**src/rtl/pgjs_pkg.sv**
```systemverilog
`default_nettype none

package pgjs_pkg;

    // Record and result field widths
    localparam int ID_W    = 16;
    localparam int TS_W    = 32;
    localparam int GAP_W   = 16;
    localparam int JIT_W   = 40;
    localparam int SHIFT_W = 4;

    // Statistics state widths
    localparam int CNT_W   = 17;
    localparam int LOST_W  = 33;
    localparam int DIFF_W  = ID_W + 2;

    // Fixed point and timing defaults
    localparam int FRAC_BITS  = 8;
    localparam int TIME_WIDTH = 32;

    localparam logic [SHIFT_W-1:0] SHIFT_RESET = SHIFT_W'(4);
    localparam logic [SHIFT_W-1:0] SHIFT_MAX   = SHIFT_W'(8);

    localparam logic [JIT_W-1:0] ACC_MAX  = {JIT_W{1'b1}};
    localparam logic [63:0]      DV_LIMIT = {{(64-JIT_W){1'b0}}, ACC_MAX} >> FRAC_BITS;

    localparam logic [CNT_W-1:0]  GAP_MAX  = {CNT_W{1'b1}};
    localparam logic [LOST_W-1:0] LOST_MAX = {1'b0, {(LOST_W-1){1'b1}}};
    localparam logic [LOST_W-1:0] LOST_MIN = {1'b1, {(LOST_W-1){1'b0}}};

    // One quotient bit per divide step
    localparam int DIV_STEPS = LOST_W;
    localparam int DCNT_W    = $clog2(DIV_STEPS);

    typedef enum logic [2:0] {
        S_IDLE,
        S_DRAIN,
        S_INIT,
        S_DIVIDE,
        S_FINISH,
        S_DONE
    } t_state;

    typedef struct packed {
        logic load;
        logic div_init;
        logic div_step;
        logic div_finish;
    } t_cmd;

    typedef struct packed {
        logic batch_end;
    } t_sts;

endpackage

`default_nettype wire

```
**src/rtl/pgjs_ifs.sv**
```systemverilog
`default_nettype none

// Packet record channel
interface pgjs_rec_if;
    logic                       valid;
    logic                       ready;
    logic [pgjs_pkg::ID_W-1:0]  seq_id;
    logic [pgjs_pkg::TS_W-1:0]  send_time;
    logic [pgjs_pkg::TS_W-1:0]  recv_time;
    logic                       last;

    modport source (output valid, seq_id, send_time, recv_time, last, input ready);
    modport sink   (input valid, seq_id, send_time, recv_time, last, output ready);
endinterface

// Batch result channel
interface pgjs_res_if;
    logic                        valid;
    logic                        ready;
    logic [pgjs_pkg::GAP_W-1:0]  mean_gap;
    logic [pgjs_pkg::JIT_W-1:0]  jitter_fixed;

    modport source (output valid, mean_gap, jitter_fixed, input ready);
    modport sink   (input valid, mean_gap, jitter_fixed, output ready);
endinterface

`default_nettype wire

```
**src/rtl/pgjs_ctrl.sv**
```systemverilog
`default_nettype none

module pgjs_ctrl (
    input  wire                  i_clk,
    input  wire                  i_rst_n,
    input  wire                  i_in_valid,
    input  wire                  i_last_hint,
    output logic                 o_in_ready,
    output logic                 o_out_valid,
    input  wire                  i_out_ready,
    output pgjs_pkg::t_cmd       o_cmd,
    input  pgjs_pkg::t_sts       i_sts
);

    pgjs_pkg::t_state                 r_state, n_state;
    logic [pgjs_pkg::DCNT_W-1:0]      r_cnt, n_cnt;

    // State and step counter
    always_ff @(posedge i_clk) begin
        if (!i_rst_n) begin
            r_state <= pgjs_pkg::S_IDLE;
            r_cnt   <= '0;
        end else begin
            r_state <= n_state;
            r_cnt   <= n_cnt;
        end
    end

    // Next state and commands
    always_comb begin
        n_state     = r_state;
        n_cnt       = r_cnt;
        o_cmd       = '0;
        o_in_ready  = 1'b0;
        o_out_valid = 1'b0;
        unique case (r_state)
            pgjs_pkg::S_IDLE: begin
                o_in_ready = 1'b1;
                o_cmd.load = i_in_valid;
                if (i_in_valid && i_last_hint) begin
                    n_state = pgjs_pkg::S_DRAIN;
                end
            end
            pgjs_pkg::S_DRAIN: begin
                if (i_sts.batch_end) begin
                    n_state = pgjs_pkg::S_INIT;
                end
            end
            pgjs_pkg::S_INIT: begin
                o_cmd.div_init = 1'b1;
                n_cnt          = pgjs_pkg::DCNT_W'(pgjs_pkg::DIV_STEPS - 1);
                n_state        = pgjs_pkg::S_DIVIDE;
            end
            pgjs_pkg::S_DIVIDE: begin
                o_cmd.div_step = 1'b1;
                n_cnt          = r_cnt - pgjs_pkg::DCNT_W'(1);
                if (r_cnt == '0) begin
                    n_state = pgjs_pkg::S_FINISH;
                end
            end
            pgjs_pkg::S_FINISH: begin
                o_cmd.div_finish = 1'b1;
                n_state          = pgjs_pkg::S_DONE;
            end
            pgjs_pkg::S_DONE: begin
                o_out_valid = 1'b1;
                if (i_out_ready) begin
                    n_state = pgjs_pkg::S_IDLE;
                end
            end
            default: begin
                n_state = pgjs_pkg::S_IDLE;
            end
        endcase
    end

endmodule

`default_nettype wire

```
**src/rtl/pgjs_dp.sv**
```systemverilog
`default_nettype none

module pgjs_dp #(
    parameter int TIME_WIDTH = pgjs_pkg::TIME_WIDTH
) (
    input  wire                              i_clk,
    input  wire                              i_rst_n,
    input  pgjs_pkg::t_cmd                   i_cmd,
    output pgjs_pkg::t_sts                   o_sts,
    input  wire                              i_cfg_we,
    input  wire  [pgjs_pkg::SHIFT_W-1:0]     i_cfg_wdata,
    input  wire  [pgjs_pkg::ID_W-1:0]        i_seq_id,
    input  wire  [pgjs_pkg::TS_W-1:0]        i_send_time,
    input  wire  [pgjs_pkg::TS_W-1:0]        i_recv_time,
    input  wire                              i_last,
    output logic [pgjs_pkg::GAP_W-1:0]       o_mean_gap,
    output logic [pgjs_pkg::JIT_W-1:0]       o_jitter_fixed
);

    localparam int WIDE_W = TIME_WIDTH + pgjs_pkg::TS_W;
    localparam int JW     = pgjs_pkg::JIT_W;
    localparam int LW     = pgjs_pkg::LOST_W;
    localparam int CW     = pgjs_pkg::CNT_W;
    localparam int DW     = pgjs_pkg::DIFF_W;

    // Configuration
    logic [pgjs_pkg::SHIFT_W-1:0] r_shift;

    // Stage 1: captured record
    logic                          r_s1_vld;
    logic                          r_s1_last;
    logic [pgjs_pkg::ID_W-1:0]     r_s1_id;
    logic [TIME_WIDTH-1:0]         r_s1_transit;

    // Previous record
    logic                          r_has_prev;
    logic [pgjs_pkg::ID_W-1:0]     r_prev_id;
    logic [TIME_WIDTH-1:0]         r_prev_transit;

    // Stage 2: per-pair deltas
    logic                          r_s2_vld;
    logic                          r_s2_has;
    logic                          r_s2_last;
    logic [DW-1:0]                 r_s2_lost;
    logic [JW-1:0]                 r_s2_dv;

    // Batch accumulators
    logic [CW-1:0]                 r_gap_count, n_gap_count;
    logic [LW-1:0]                 r_lost_total, n_lost_total;
    logic [JW-1:0]                 r_jitter_acc, n_jitter_acc;

    // Batch totals and divider
    logic [LW-1:0]                 r_fin_lost;
    logic [CW-1:0]                 r_fin_gap;
    logic [JW-1:0]                 r_jit_out;
    logic [LW-1:0]                 r_dvd;
    logic [CW-1:0]                 r_rem;
    logic                          r_neg;
    logic [pgjs_pkg::GAP_W-1:0]    r_mean_gap;

    logic [WIDE_W-1:0]             w_transit_wide;
    logic [TIME_WIDTH-1:0]         w_d_fwd, w_d_rev, w_mag;
    logic [63:0]                   w_mag64;
    logic [JW-1:0]                 w_dv;
    logic [DW-1:0]                 w_lost;
    logic                          w_lost_pos;
    logic [LW:0]                   w_lost_sum;
    logic [JW:0]                   w_up;
    logic                          w_ge;
    logic [JW-1:0]                 w_jdiff, w_jstep;
    logic [pgjs_pkg::SHIFT_W-1:0]  w_sh;
    logic [CW:0]                   w_rshift;
    logic                          w_qbit;

    // Transit time of the incoming record, modulo 2^TIME_WIDTH
    assign w_transit_wide = {{TIME_WIDTH{1'b0}}, i_recv_time}
                          - {{TIME_WIDTH{1'b0}}, i_send_time};

    // Magnitude of the transit difference, scaled and saturated
    assign w_d_fwd = r_s1_transit - r_prev_transit;
    assign w_d_rev = r_prev_transit - r_s1_transit;
    assign w_mag   = w_d_fwd[TIME_WIDTH-1] ? w_d_rev : w_d_fwd;
    assign w_mag64 = 64'(w_mag);
    assign w_dv    = (w_mag64 > pgjs_pkg::DV_LIMIT) ? pgjs_pkg::ACC_MAX
                                                    : JW'(w_mag64 << pgjs_pkg::FRAC_BITS);

    // Missing ids between neighbors, signed
    assign w_lost = {2'b00, r_s1_id} - {2'b00, r_prev_id} - DW'(1);

    // Lost total with saturation, gap counter
    assign w_lost_pos = !r_s2_lost[DW-1] && (r_s2_lost != '0);
    assign w_lost_sum = {r_lost_total[LW-1], r_lost_total}
                      + {{(LW+1-DW){r_s2_lost[DW-1]}}, r_s2_lost};

    // Jitter smoothing step, truncated toward zero
    assign w_sh    = (r_shift > pgjs_pkg::SHIFT_MAX) ? pgjs_pkg::SHIFT_MAX : r_shift;
    assign w_up    = {1'b0, r_s2_dv} - {1'b0, r_jitter_acc};
    assign w_ge    = !w_up[JW];
    assign w_jdiff = w_ge ? w_up[JW-1:0] : (r_jitter_acc - r_s2_dv);
    assign w_jstep = w_jdiff >> w_sh;

    always_comb begin
        n_gap_count  = r_gap_count;
        n_lost_total = r_lost_total;
        n_jitter_acc = r_jitter_acc;
        if (r_s2_vld && r_s2_has) begin
            if (w_lost_pos && (r_gap_count != pgjs_pkg::GAP_MAX)) begin
                n_gap_count = r_gap_count + CW'(1);
            end
            priority if (w_lost_sum[LW] == w_lost_sum[LW-1]) begin
                n_lost_total = w_lost_sum[LW-1:0];
            end else if (!w_lost_sum[LW]) begin
                n_lost_total = pgjs_pkg::LOST_MAX;
            end else begin
                n_lost_total = pgjs_pkg::LOST_MIN;
            end
            n_jitter_acc = w_ge ? (r_jitter_acc + w_jstep) : (r_jitter_acc - w_jstep);
        end
    end

    // Restoring divide step on the magnitude of the lost total
    assign w_rshift = {r_rem, r_dvd[LW-1]};
    assign w_qbit   = (w_rshift >= {1'b0, r_fin_gap});

    assign o_sts.batch_end = r_s2_vld && r_s2_last;

    // Control state
    always_ff @(posedge i_clk) begin
        if (!i_rst_n) begin
            r_shift      <= pgjs_pkg::SHIFT_RESET;
            r_s1_vld     <= 1'b0;
            r_s2_vld     <= 1'b0;
            r_has_prev   <= 1'b0;
            r_gap_count  <= '0;
            r_lost_total <= '0;
            r_jitter_acc <= '0;
        end else begin
            if (i_cfg_we) begin
                r_shift <= i_cfg_wdata;
            end
            r_s1_vld <= i_cmd.load;
            r_s2_vld <= r_s1_vld;
            if (r_s1_vld) begin
                r_has_prev <= !r_s1_last;
            end
            // Clear the batch after its final record
            if (r_s2_vld && r_s2_last) begin
                r_gap_count  <= '0;
                r_lost_total <= '0;
                r_jitter_acc <= '0;
            end else begin
                r_gap_count  <= n_gap_count;
                r_lost_total <= n_lost_total;
                r_jitter_acc <= n_jitter_acc;
            end
        end
    end

    // Payload pipeline
    always_ff @(posedge i_clk) begin
        if (i_cmd.load) begin
            r_s1_id      <= i_seq_id;
            r_s1_last    <= i_last;
            r_s1_transit <= w_transit_wide[TIME_WIDTH-1:0];
        end
        if (r_s1_vld) begin
            r_prev_id      <= r_s1_id;
            r_prev_transit <= r_s1_transit;
            r_s2_has       <= r_has_prev;
            r_s2_last      <= r_s1_last;
            r_s2_lost      <= w_lost;
            r_s2_dv        <= w_dv;
        end
        if (r_s2_vld && r_s2_last) begin
            r_fin_lost <= n_lost_total;
            r_fin_gap  <= n_gap_count;
            r_jit_out  <= n_jitter_acc;
        end
    end

    // Divider
    always_ff @(posedge i_clk) begin
        if (i_cmd.div_init) begin
            r_neg <= r_fin_lost[LW-1];
            r_dvd <= r_fin_lost[LW-1] ? (LW'(0) - r_fin_lost) : r_fin_lost;
            r_rem <= '0;
        end else if (i_cmd.div_step) begin
            r_rem <= w_qbit ? CW'(w_rshift - {1'b0, r_fin_gap}) : w_rshift[CW-1:0];
            r_dvd <= {r_dvd[LW-2:0], w_qbit};
        end
        if (i_cmd.div_finish) begin
            if (r_fin_gap == '0) begin
                r_mean_gap <= '0;
            end else if (r_neg) begin
                r_mean_gap <= pgjs_pkg::GAP_W'(0) - r_dvd[pgjs_pkg::GAP_W-1:0];
            end else begin
                r_mean_gap <= r_dvd[pgjs_pkg::GAP_W-1:0];
            end
        end
    end

    assign o_mean_gap     = r_mean_gap;
    assign o_jitter_fixed = r_jit_out;

endmodule

`default_nettype wire

```
**src/rtl/packet_gap_and_jitter_stats_top.sv**
```systemverilog
`default_nettype none

// Throughput: one record per cycle within a batch; the first record of the next
// batch is taken in the cycle after the result is accepted.
// After the final record is taken, the result is valid once the batch drains and the
// 33-step restoring divider has computed the mean gap.
// Reset (synchronous, active low): statistics clear, jitter_shift returns to 4.
module packet_gap_and_jitter_stats_top #(
    parameter int TIME_WIDTH = pgjs_pkg::TIME_WIDTH
) (
    input  wire                              i_clk,
    input  wire                              i_rst_n,
    input  wire                              i_cfg_we,
    input  wire  [pgjs_pkg::SHIFT_W-1:0]     i_cfg_wdata,
    pgjs_rec_if.sink                         i_rec,
    pgjs_res_if.source                       o_res
);

    pgjs_pkg::t_cmd w_cmd;
    pgjs_pkg::t_sts w_sts;

    pgjs_ctrl u_ctrl (
        .i_clk       (i_clk),
        .i_rst_n     (i_rst_n),
        .i_in_valid  (i_rec.valid),
        .i_last_hint (i_rec.last),
        .o_in_ready  (i_rec.ready),
        .o_out_valid (o_res.valid),
        .i_out_ready (o_res.ready),
        .o_cmd       (w_cmd),
        .i_sts       (w_sts)
    );

    pgjs_dp #(
        .TIME_WIDTH (TIME_WIDTH)
    ) u_dp (
        .i_clk          (i_clk),
        .i_rst_n        (i_rst_n),
        .i_cmd          (w_cmd),
        .o_sts          (w_sts),
        .i_cfg_we       (i_cfg_we),
        .i_cfg_wdata    (i_cfg_wdata),
        .i_seq_id       (i_rec.seq_id),
        .i_send_time    (i_rec.send_time),
        .i_recv_time    (i_rec.recv_time),
        .i_last         (i_rec.last),
        .o_mean_gap     (o_res.mean_gap),
        .o_jitter_fixed (o_res.jitter_fixed)
    );

endmodule

`default_nettype wire
```
**src/flat_wrapper.sv**
```systemverilog
// flat-port wrapper written by rule: the top's interface ports become plain ports
module packet_gap_and_jitter_stats_top_flat 
#(
    parameter int TIME_WIDTH = pgjs_pkg::TIME_WIDTH
)
  (i_clk, i_rst_n, i_cfg_we, i_cfg_wdata, i_rec_valid, i_rec_seq_id, i_rec_send_time, i_rec_recv_time, i_rec_last, i_rec_ready, o_res_valid, o_res_mean_gap, o_res_jitter_fixed, o_res_ready);
  pgjs_rec_if i_rec_i ();
  pgjs_res_if o_res_i ();
  input  wire i_clk;
  input  wire i_rst_n;
  input  wire i_cfg_we;
  input  wire  [pgjs_pkg::SHIFT_W-1:0] i_cfg_wdata;
  input wire logic [$bits(i_rec_i.valid)-1:0] i_rec_valid;
  input wire logic [$bits(i_rec_i.seq_id)-1:0] i_rec_seq_id;
  input wire logic [$bits(i_rec_i.send_time)-1:0] i_rec_send_time;
  input wire logic [$bits(i_rec_i.recv_time)-1:0] i_rec_recv_time;
  input wire logic [$bits(i_rec_i.last)-1:0] i_rec_last;
  output wire logic [$bits(i_rec_i.ready)-1:0] i_rec_ready;
  output wire logic [$bits(o_res_i.valid)-1:0] o_res_valid;
  output wire logic [$bits(o_res_i.mean_gap)-1:0] o_res_mean_gap;
  output wire logic [$bits(o_res_i.jitter_fixed)-1:0] o_res_jitter_fixed;
  input wire logic [$bits(o_res_i.ready)-1:0] o_res_ready;
  assign i_rec_i.valid = i_rec_valid;
  assign i_rec_i.seq_id = i_rec_seq_id;
  assign i_rec_i.send_time = i_rec_send_time;
  assign i_rec_i.recv_time = i_rec_recv_time;
  assign i_rec_i.last = i_rec_last;
  assign i_rec_ready = i_rec_i.ready;
  assign o_res_valid = o_res_i.valid;
  assign o_res_mean_gap = o_res_i.mean_gap;
  assign o_res_jitter_fixed = o_res_i.jitter_fixed;
  assign o_res_i.ready = o_res_ready;
  packet_gap_and_jitter_stats_top #(.TIME_WIDTH(TIME_WIDTH)) u_core (.i_clk(i_clk), .i_rst_n(i_rst_n), .i_cfg_we(i_cfg_we), .i_cfg_wdata(i_cfg_wdata), .i_rec(i_rec_i), .o_res(o_res_i));
endmodule
```
**config.mk**
```make
export PLATFORM = sky130hd
export DESIGN_NAME = packet_gap_and_jitter_stats_top_flat
export DESIGN_NICKNAME = d
export VERILOG_FILES = /design/src/rtl/pgjs_pkg.sv /design/src/rtl/pgjs_ifs.sv /design/src/rtl/pgjs_ctrl.sv /design/src/rtl/pgjs_dp.sv /design/src/rtl/packet_gap_and_jitter_stats_top.sv /design/src/flat_wrapper.sv
export SDC_FILE = /design/constraint.sdc
export NUM_CORES = 1
export LEC_CHECK = 0
export BUFFER_PORTS_ARGS = -buffer_cell sky130_fd_sc_hd__buf_2
export CAP_MARGIN = 20
export CELL_PAD_IN_SITES_DETAIL_PLACEMENT = 1
export CELL_PAD_IN_SITES_GLOBAL_PLACEMENT = 2
export CORE_ASPECT_RATIO = 1.75
export CORE_MARGIN = 3
export CORE_UTILIZATION = 39
export CTS_CLUSTER_DIAMETER = 60
export CTS_CLUSTER_SIZE = 28
export DETAILED_ROUTE_END_ITERATION = 16
export HOLD_SLACK_MARGIN = 0.02
export PLACE_DENSITY = 0.91
export SLEW_MARGIN = 30
export SYNTH_ARGS = -nofsm -noshare
export SYNTH_HDL_FRONTEND = slang
export SYNTH_SLANG_ARGS = --single-unit
export TNS_END_PERCENT = 1
```
**constraint.sdc**
```tcl
create_clock -name i_clk -period 9.5 [get_ports i_clk]
set_input_delay 0 -clock i_clk [delete_from_list [all_inputs] [get_ports i_clk]]
set_output_delay 0 -clock i_clk [all_outputs]
set_load 0.02 [all_outputs]
```
==> results of run 1 <==
## cell usage in the layout, fill, tap and decap left out, types with 119 or more instances in the layout
cell type	synthesis	routed
nand2_1	350	346
nor2_1	308	303
inv_1	299	298
edfxtp_1	289	289
a21oi_1	278	276
ha_1	273	265
o21ai_0	263	258
xnor2_1	149	148
buf_2	32	147
dfxtp_1	123	121
xor2_1	119	119
## per-layer routing
metal / share of wire, % / global-route usage (%) / wire (um)
met1: 36 / 27.37 / 44060
met2: 51 / 49.90 / 62700
met3: 4.1 / 3.740 / 5117
met4: 9.4 / 21.24 / 11610
met5: 0.044 / 0 / 54
## tightest hold or removal path: stages
cell and delay [ns]:
buf_2 0.10, inv_1 0.04, ha_1 0.22, xor2_1 0.10
## power groups by stage
stage | combinational (uW) | sequential, uW | clock [uW]
6_report | 4460 | 2360 | 1560
5_1_grt | 4830 | 2380 | 1670
4_1_cts | 4370 | 2360 | 1610
3_5_place_dp | 4290 | 2400 | 0
3_3_place_gp | 4230 | 2390 | 0
2_1_floorplan | 2960 | 2360 | 0
## state kept, by name, indices dropped and copies added, names as in the netlist, 3 cells and up
register	count
u_core.u_dp.r_s1_id	16
u_core.u_dp.o_jitter_fixed	40
u_core.u_dp.r_prev_transit	32
u_core.u_dp.r_shift	4
u_core.u_dp.r_s2_dv	32
u_core.u_dp.r_fin_gap	17
u_core.u_dp.r_s2_lost	18
u_core.u_dp.r_fin_lost	33
u_core.u_dp.r_s1_transit	32
u_core.u_dp.r_lost_total	33
u_core.u_dp.o_mean_gap	16
u_core.u_dp.r_jitter_acc	40
u_core.u_ctrl.r_cnt	6
u_core.u_dp.r_rem	17
u_core.u_dp.r_gap_count	17
u_core.u_dp.r_dvd	33
u_core.u_dp.r_prev_id	16
u_core.u_ctrl.r_state	3
## worst max-delay path by stage
| stage | startpoint | end | depth (start not counted) |
|---|---|---|---|
| floorplan | u_core.u_dp.r_s2_dv[8] | u_core.u_dp.o_jitter_fixed[39] | 35 |
| global placement | u_core.u_dp.r_jitter_acc[9] | u_core.u_dp.o_jitter_fixed[36] | 33 |
| detailed placement | u_core.u_dp.r_jitter_acc[9] | u_core.u_dp.o_jitter_fixed[36] | 32 |
| CTS | u_core.u_dp.r_jitter_acc[9] | u_core.u_dp.o_jitter_fixed[36] | 32 |
| global route | u_core.u_dp.r_jitter_acc[15] | u_core.u_dp.r_jitter_acc[38] | 37 |
| finish | u_core.u_dp.r_jitter_acc[12] | u_core.u_dp.o_jitter_fixed[36] | 35 |
## cells by family after synthesis
| kind of cell | count (synthesis) | synth area share [%] |
|---|---|---|
| buffers and inverters | 477 | 5.577 |
| AOI/OAI and AO/OA | 1147 | 22.63 |
| DFF | 412 | 33.39 |
| muxes | 59 | 1.905 |
| xor gates and xnor gates | 268 | 7.036 |
| and+or+nand+nor | 1271 | 18.78 |
| other | 2 | 0.02251 |
| adders and majority gates | 280 | 10.66 |
## through the flow
stage | setup TNS, ns | area, um^2 | cells
after floorplan | 0 | 33360 | 3916
after global placement | 0 | 35490 | 5053
after detailed placement | 0 | 35500 | 5053
after CTS | 0 | 37770 | 5223
after global routing | -0.05602 | 37910 | 5226
final | 0 | 37910 | 5229
## synthesized netlist by cell type, drive strengths merged, types with 31 or more instances
cell type / instances
a21o: 91
o31ai: 50
buf: 48
nand2b: 37
o21a: 44
nand2: 351
clkbuf: 128
a21oi: 279
a21boi: 33
xor2: 119
or3: 53
mux2i: 50
o21ai: 283
ha: 273
o211ai: 31
nand4: 49
nand3: 93
inv: 300
nor3: 109
nor2b: 33
and3: 31
a31oi: 33
o22ai: 32
dfxtp: 123
xnor2: 149
and2: 86
nor2: 310
nor4: 37
a211oi: 43
edfxtp: 289
## repair_timing
item                                    4_1_cts  5_1_grt
hold endpoints to repair                     65        0
setup buffers                                 0        1
resized for setup                             0       23
hold buffers                                108        0
endpoints found under the setup margin        0        8
## area by class of cell
class | count | area [um^2] | share of cell area, %
multi-input combinational | 3028 | 20520 | 54.12
sequential | 412 | 11150 | 29.40
timing repair buffer | 351 | 2570 | 6.779
tap | 1072 | 1341 | 3.538
inverter | 301 | 1132 | 2.987
clock buffer | 37 | 862.1 | 2.274
clock inverter | 25 | 335.3 | 0.8845
antenna | 3 | 7.507 | 0.01980
==> impl_metrics.tcl, run 1 <==
set metrics [dict create \
    avgRoutedWirePerCell_um 23.63 \
    r2r_setup_slack_ns 0.37 \
    utilization_pct 44.77 \
    start_util_pct 39.40 \
    viasPerCell 5.977 \
    r2r_cells 35 \
    fin_crit_ns 9.134 \
    cts_htree_levels 2 \
    finalWorstSetupSlack_ns 0.3657 \
    cp-end-kind "register" \
    grt_usage_pct 27.20 \
    outcome "complete, no violations" \
    netlist_area_um2 33360 \
    combPwrFrac_pct 53.2 \
    nFillCells 10070 \
    pre_cts_ws_ns 0.1323 \
    hp-start "i_rec_send_time[25]" \
    synth_area_leaders "edfxtp_1, ha_1, dfxtp_1" \
    drc_errors 0 \
    slew_headroom_pct 24.57 \
    portBuffers 147 \
    cts-buffers-inserted 34 \
    syn_inst 3916 \
    gp_congestion 0.9966 \
    hold-path-cell-count 4 \
    fin_nets 4498 \
    async_flop_share_pct 0 \
    ys.flop_type "edfxtp_1" \
    critPathMaxFanout 8 \
    grt_antenna_before_repair 7 \
    die_area_um2 89220 \
    holdWs_ns 0.05698 \
    ios 148 \
    clkTransAtPathRegs_ns 0.10 \
    hold_class "in2reg" \
    cp-start-kind "register" \
    postSynthAreaPerCell_um2 8.519 \
    drive_above_1_share_pct 9.822 \
    p_clk_share_pct 18.7 \
    power.net_switching_uw 3796 \
    grt_pass1_wl_um 187700 \
    wirelength_um 123500 \
    drt_iter0_markers 1740 \
    yosysSeqAreaShare_pct 33.39 \
    ir_drop_uv 117.6 \
    worstSetupPathType "reg2reg" \
    cp.arrival_ns 9.42 \
    worstMarginPinSlew_ns 1.100 \
    slowest_delay_ns 0.56 \
    die_w_um 227.1 \
    vias 31260 \
    synth_edf_count 289 \
    setup-violations-final 0 \
    r2r_start "u_core.u_dp.r_jitter_acc[12]" \
    grt_start_max_net_pins 73 \
    powerDensity_nw_per_um2 221.1 \
    drv_cap 0 \
    syn-num-nets 4286 \
    worstHoldEndpoint "u_core.u_dp.r_s1_transit[25]" \
    hold_violations 0 \
    ys_ff_latch 412 \
    grt_pass1_vias 32840 \
    synth_top_area_cell "edfxtp_1" \
    coreArea_um2 84680 \
    timing.final.crit_share_pct 96.15 \
    skew_ns 0.05787 \
    cp_common_cell "buf_4" \
    cp_slowest_cell "a211oi_4" \
    dp_hpwl_um 94860 \
    p_int_uw 4585 \
    rows 141 \
    grt_overflow 0 \
    dieHeight_um 392.9 \
    p_sw_share_pct 45.29 \
    cp.required_ns 9.79 \
    ys_types 109 \
    firstDrtPassIters 5 \
    p_leak_uw 0.01575 \
    fmax_ghz 0.1095 \
    area_growth_pct 13.64 \
    synth_top_area_share_pct 26.01 \
    ys_warn_count 0 \
    worstPathBufferInverterCount 5 \
    cts_root_buf "clkbuf_16" \
    cts_max_path_buffers 3 \
    ant_nets 0 \
    cts_tree "built" \
    insertion_delay_ns 0.61 \
    final-max-slew-violation-count 0 \
    p_total_uw 8381 \
    critPathTopFamily "compound AO/OA/AOI/OAI gates" \
    pwr-share-seq_pct 28.1 \
    cts.sinks 412 \
    reg2reg_to "u_core.u_dp.o_jitter_fixed[36]" \
]
Note: power is estimated with default switching activity, not from simulation.
==> inputs of run 2 (changes only) <==
Settings changed: CORE_UTILIZATION 39 to 36, PLACE_DENSITY 0.91 to 0.89.
Clock period 9.5 ns to 8.2 ns, I/O delays scaled along.
==> run 2 against run 1 <==
  * Final cell count up 7.9%
  * Register-to-register slack worse by 0.32 ns
  * Clock power grew 10%
  * Critical path type unchanged
  * Largest cell class unchanged
==> impl_metrics.tcl, run 2 (synthesis results as in run 1) <==
set metrics [dict create \
    outcome "complete, no violations" \
    p_int_uw 5836 \
    cts.sinks 412 \
    dp_hpwl_um 99840 \
    die_w_um 236.1 \
    critPathMaxFanout 7 \
    setup.worst_path.start "u_core.u_dp.r_s2_dv[11]" \
    cts_htree_levels 1 \
    cts-buffers-inserted 30 \
    slew_headroom_pct 35.90 \
    start_util_pct 36.35 \
    avgRoutedWirePerCell_um 22.47 \
    p_sw_share_pct 44.48 \
    stdcell_count 5643 \
    drt_iter0_markers 1561 \
    ios 148 \
    clkTransAtPathRegs_ns 0.09 \
    p_leak_uw 0.01734 \
    cts_tree "built" \
    hp-start "i_rec_send_time[24]" \
    fin_crit_ns 8.154 \
    r2r_start "u_core.u_dp.r_s2_dv[11]" \
    antenna_cells 0 \
    grt_overflow 0 \
    hold_violations 0 \
    grt_usage_pct 25.35 \
    cp_slowest_cell "edfxtp_1" \
    fmax_ghz 0.1226 \
    drc_errors 0 \
    combPwrFrac_pct 57.8 \
    firstDrtPassIters 5 \
    coreArea_um2 91780 \
    cp.required_ns 8.76 \
    drv_cap 0 \
    fin_tns_setup_ns 0 \
    dpl_cell_area_um2 37490 \
    cp_common_cell "buf_4" \
    p_clk_share_pct 16.3 \
    insertion_delay_ns 0.67 \
    layout_common_cells "buf_4, nand2_1, nor2_1" \
    ir_drop_uv 176.9 \
    wirelength_um 126800 \
    skew_ns 0.03995 \
    multi_input_area_um2 21130 \
    dieHeight_um 408.7 \
    vias 32250 \
    grt_pass1_wl_um 193200 \
    grt_antenna_before_repair 2 \
    timing.final.crit_share_pct 99.43 \
    cp.arrival_ns 8.71 \
    dp.cells 5412 \
    layout_commonest_cell "buf_4" \
    hold_class "in2reg" \
    worstPathBufferInverterCount 7 \
    fin_nets 4797 \
    pwr-share-seq_pct 25.8 \
    ant_nets 0 \
    grt_pass1_vias 34320 \
    worstSetupPathType "reg2reg" \
    final-seq-area_um2 11150 \
    final-max-slew-violation-count 0 \
    critPathTopFamily "compound AO/OA/AOI/OAI gates" \
    area_growth_pct 23.02 \
    gp_congestion 0.9791 \
    slowest_delay_ns 0.37 \
    die_area_um2 96500 \
    cts_max_path_buffers 3 \
    power.net_switching_uw 4674 \
    drive_above_1_share_pct 16.98 \
    cp-end-kind "register" \
    grt_start_max_net_pins 66 \
    viasPerCell 5.715 \
    setup-violations-final 0 \
    worstMarginPinSlew_ns 0.9541 \
    rows 147 \
    portBuffers 147 \
    cp-start-kind "register" \
    fin_area_um2 41040 \
    powerDensity_nw_per_um2 256.1 \
    cts_root_buf "clkbuf_16" \
    rsz0062_at_grt "yes" \
    nFillCells 10820 \
]
## run 2: routing by layer
metal | vias up | track usage, % | wire length, um
met4 | 2 | 20.01 | 12200
met5 | - | 0 | 13
met1 | 15850 | 25.26 | 44890
met2 | 735 | 47.76 | 66050
met3 | 404 | 2.146 | 3673
li1 | 15260 | - | -
## run 2: worst paths after layout
check,to,slack (ns),depth (start not counted)
worst max register to register,u_core.u_dp.r_jitter_acc[39],0.05,39
worst min-delay path,u_core.u_dp.r_s1_transit[25],0.11,6
worst min register to register,u_core.u_dp.r_prev_id[14],0.46,0
worst max-delay path,u_core.u_dp.r_jitter_acc[39],0.05,39
## run 2: cell type report
type	instances	share of cell area, %
Sequential cell	412	27.17
Tap cell	1192	3.634
Inverter	301	2.759
Clock buffer	32	1.848
Multi-Input combinational cell	3027	51.48
Timing Repair Buffer	655	12.24
Clock inverter	24	0.8689
## run 2: what timing repair did
item | CTS | global route
pin swaps | 2 | 65
setup endpoints to repair | 7 | 15
gates resized for setup | 14 | 137
gates cloned | 0 | 0
buffers inserted | 1 | 33
hold endpoints to repair | 65 | 0
hold buffers | 141 | 0
## run 2: power groups by stage
stage / combinational [uW] / clock (uW) / sequential [uW]
final: 6080 / 1720 / 2710
after global routing: 6560 / 1830 / 2740
after CTS: 5770 / 1780 / 2720
after detailed placement: 5630 / 0 / 2760
after global placement: 5540 / 0 / 2750
after floorplan: 3430 / 0 / 2730
## run 2: tightest hold or removal path, cell delays in order
cell     delay [ns]
buf_2          0.08
inv_1          0.03
ha_1           0.23
inv_1          0.09
o31ai_1        0.08
xor2_1         0.13
## run 2: metrics by stage
stage               power, uW  worst slack, ns  utilization (%)  hold slack (ns)
floorplan                6158           0.3510                -          0.09864
global placement         8288          -0.1665            40.84           0.1762
detailed placement       8393          -0.3283            40.85           0.1787
CTS                     10260        -0.004630            43.68          0.08640
global route            11140          -0.3637            44.72           0.1620
finish                  10510          0.04636            44.72           0.1057
==> inputs of run 3 (changes only) <==
Settings changed: BUFFER_PORTS_ARGS -buffer_cell sky130_fd_sc_hd__buf_2 to default, CORE_UTILIZATION 36 to 37, DONT_BUFFER_PORTS from default to 1, GPL_TIMING_DRIVEN from default to 1, PLACE_DENSITY 0.89 to 0.88, SKIP_LAST_GASP from default to 1.
==> run 3 against run 2 <==
  * Count of clock-buffer cells in the layout up 2
  * Die area decreased by 2.6%
  * Worst setup slack got worse by 0.0034 ns
  * Total power decreased by 2.5%
  * Via count down 2.8%
  * Fmax hardly changed
  * Clock power is essentially flat
  * Sequential power hardly changed
  * Register-to-register slack is essentially flat
  * Final cell count is 4.4% lower
  * Sequential cell count unchanged
  * Clock skew shrank 0.017 ns
  * Critical endpoint is now u_core.u_dp.r_jitter_acc[38]
  * Highest routed layer is now met4
==> impl_metrics.tcl, run 3 (synthesis results as in run 1) <==
set metrics [dict create \
    critPathMaxFanout 15 \
    setup-violations-final 0 \
    cts-buffers-inserted 31 \
    clkTransAtPathRegs_ns 0.09 \
    p_clk_share_pct 17.0 \
    fin_nets 4563 \
    nFillCells 10640 \
    fin_tns_setup_ns 0 \
    die_area_um2 93950 \
    slew_headroom_pct 36.68 \
    grt_antenna_before_repair 4 \
    hold_violations 0 \
    gp_congestion 1.011 \
    vias 31350 \
    grt_usage_pct 25.72 \
    rows 145 \
    layout_commonest_cell "nand2_1" \
    grt_overflow 0 \
    slowest_delay_ns 0.43 \
    cts_max_path_buffers 3 \
    grt_pass1_wl_um 187900 \
    cp.arrival_ns 8.72 \
    area_growth_pct 18.39 \
    power.net_switching_uw 4597 \
    cp-start-kind "register" \
    cts_tree "built" \
    worstPathBufferInverterCount 6 \
    cp-end-kind "register" \
    fmax_ghz 0.1226 \
    fin_crit_ns 8.157 \
    coreArea_um2 89260 \
    hold_class "in2reg" \
    portBuffers 0 \
    viasPerCell 5.809 \
    wirelength_um 124300 \
    outcome "complete, no violations" \
    skew_ns 0.02286 \
    insertion_delay_ns 0.67 \
    drt_iter0_markers 1600 \
    layout_common_cells "nand2_1, inv_1, nor2_1" \
    rsz0062_at_grt "yes" \
    powerDensity_nw_per_um2 259.5 \
    drive_above_1_share_pct 12.19 \
    firstDrtPassIters 5 \
    dp.cells 5176 \
    worstMarginPinSlew_ns 0.9418 \
    avgRoutedWirePerCell_um 23.03 \
    ios 148 \
    drv_cap 0 \
    pre_cts_ws_ns -0.5758 \
    drc_errors 0 \
    ant_nets 0 \
    finalWorstSetupSlack_ns 0.04292 \
    worstSetupPathType "reg2reg" \
    timing.final.crit_share_pct 99.48 \
    final-max-slew-violation-count 0 \
    critPathTopFamily "compound AO/OA/AOI/OAI gates" \
    grt_start_max_net_pins 71 \
    cts_htree_levels 1 \
    combPwrFrac_pct 56.3 \
    stdcell_count 5397 \
    cts_root_buf "clkbuf_16" \
    dieHeight_um 403.2 \
    dp_hpwl_um 97640 \
    p_sw_share_pct 44.85 \
    die_w_um 233.0 \
    cts.sinks 412 \
    pwr-share-seq_pct 26.7 \
    utilization_pct 44.25 \
    cp_common_cell "buf_4" \
    ir_drop_uv 185.8 \
    p_int_uw 5653 \
    cp_slowest_cell "edfxtp_1" \
    cp.required_ns 8.76 \
    p_leak_uw 0.01631 \
    start_util_pct 37.37 \
    grt_pass1_vias 32800 \
]
==> run 3: worst reg2reg max path, delay by kind of cell (launching register included) <==
kind	cells	cell delay (ns)
AO/OA/AOI/OAI	18	3.92
XOR/XNOR	2	0.40
adder cells (fa/ha/maj)	2	0.64
buffers and inverters	6	0.93
flip-flops	1	0.43
AND/OR/NAND/NOR	9	1.73
==> run 3: final cells by class <==
class | count | area [um^2] | area share [%]
clock inverters | 24 | 334.1 | 0.8458
flip-flops and latches | 412 | 11160 | 28.25
multi-input cells | 3027 | 20960 | 53.07
well taps | 1176 | 1471 | 3.725
clock buffers | 34 | 818.3 | 2.072
inverters | 301 | 1132 | 2.867
diodes | 3 | 7.507 | 0.01901
repair buffers | 420 | 3617 | 9.158
==> run 3: final timing paths <==
kind / start / end / slack, ns / cells after the start
worst max register to register: u_core.u_dp.r_s2_dv[9] / u_core.u_dp.r_jitter_acc[38] / 0.04 / 37
worst min register to register: u_core.u_dp.r_has_prev / u_core.u_dp.r_s2_has / 0.45 / 0
worst max-delay path: u_core.u_dp.r_s2_dv[9] / u_core.u_dp.r_jitter_acc[38] / 0.04 / 37
worst min-delay path: i_rec_send_time[28] / u_core.u_dp.r_s1_transit[29] / 0.05 / 5
==> run 3: per-stage QoR <==
step | hold slack [ns] | cell area (um^2) | power [uW]
after detailed placement | 0.09892 | 36200 | 8178
after global placement | 0.09894 | 36180 | 8098
final | 0.05328 | 39500 | 10250
after CTS | 0.02358 | 38900 | 10100
after global routing | 0.06825 | 39490 | 10870
after floorplan | 0.09864 | 33360 | 6158
==> run 3: what timing repair did <==
action,4_1_cts,5_1_grt
buffers inserted,2,15
gates resized for setup,31,110
pin swaps,5,39
hold buffers,142,0
endpoints found under the hold margin,98,0
endpoints found under the setup margin,10,19
==> run 3: power by group through the flow <==
stage / logic [uW] / clock network, uW / registers (uW)
after floorplan: 3430 / 0 / 2730
after global placement: 5320 / 0 / 2780
after detailed placement: 5390 / 0 / 2790
after CTS: 5550 / 1800 / 2740
after global routing: 6240 / 1860 / 2770
final: 5770 / 1740 / 2740
==> run 3: metal layers <==
layer	global-route usage [%]	vias up	wire [um]
met4	18.28	0	10970
met2	48.15	758	64480
met3	2.848	354	4043
met1	26.11	15450	44810
met5	0	-	0
li1	-	14790	-
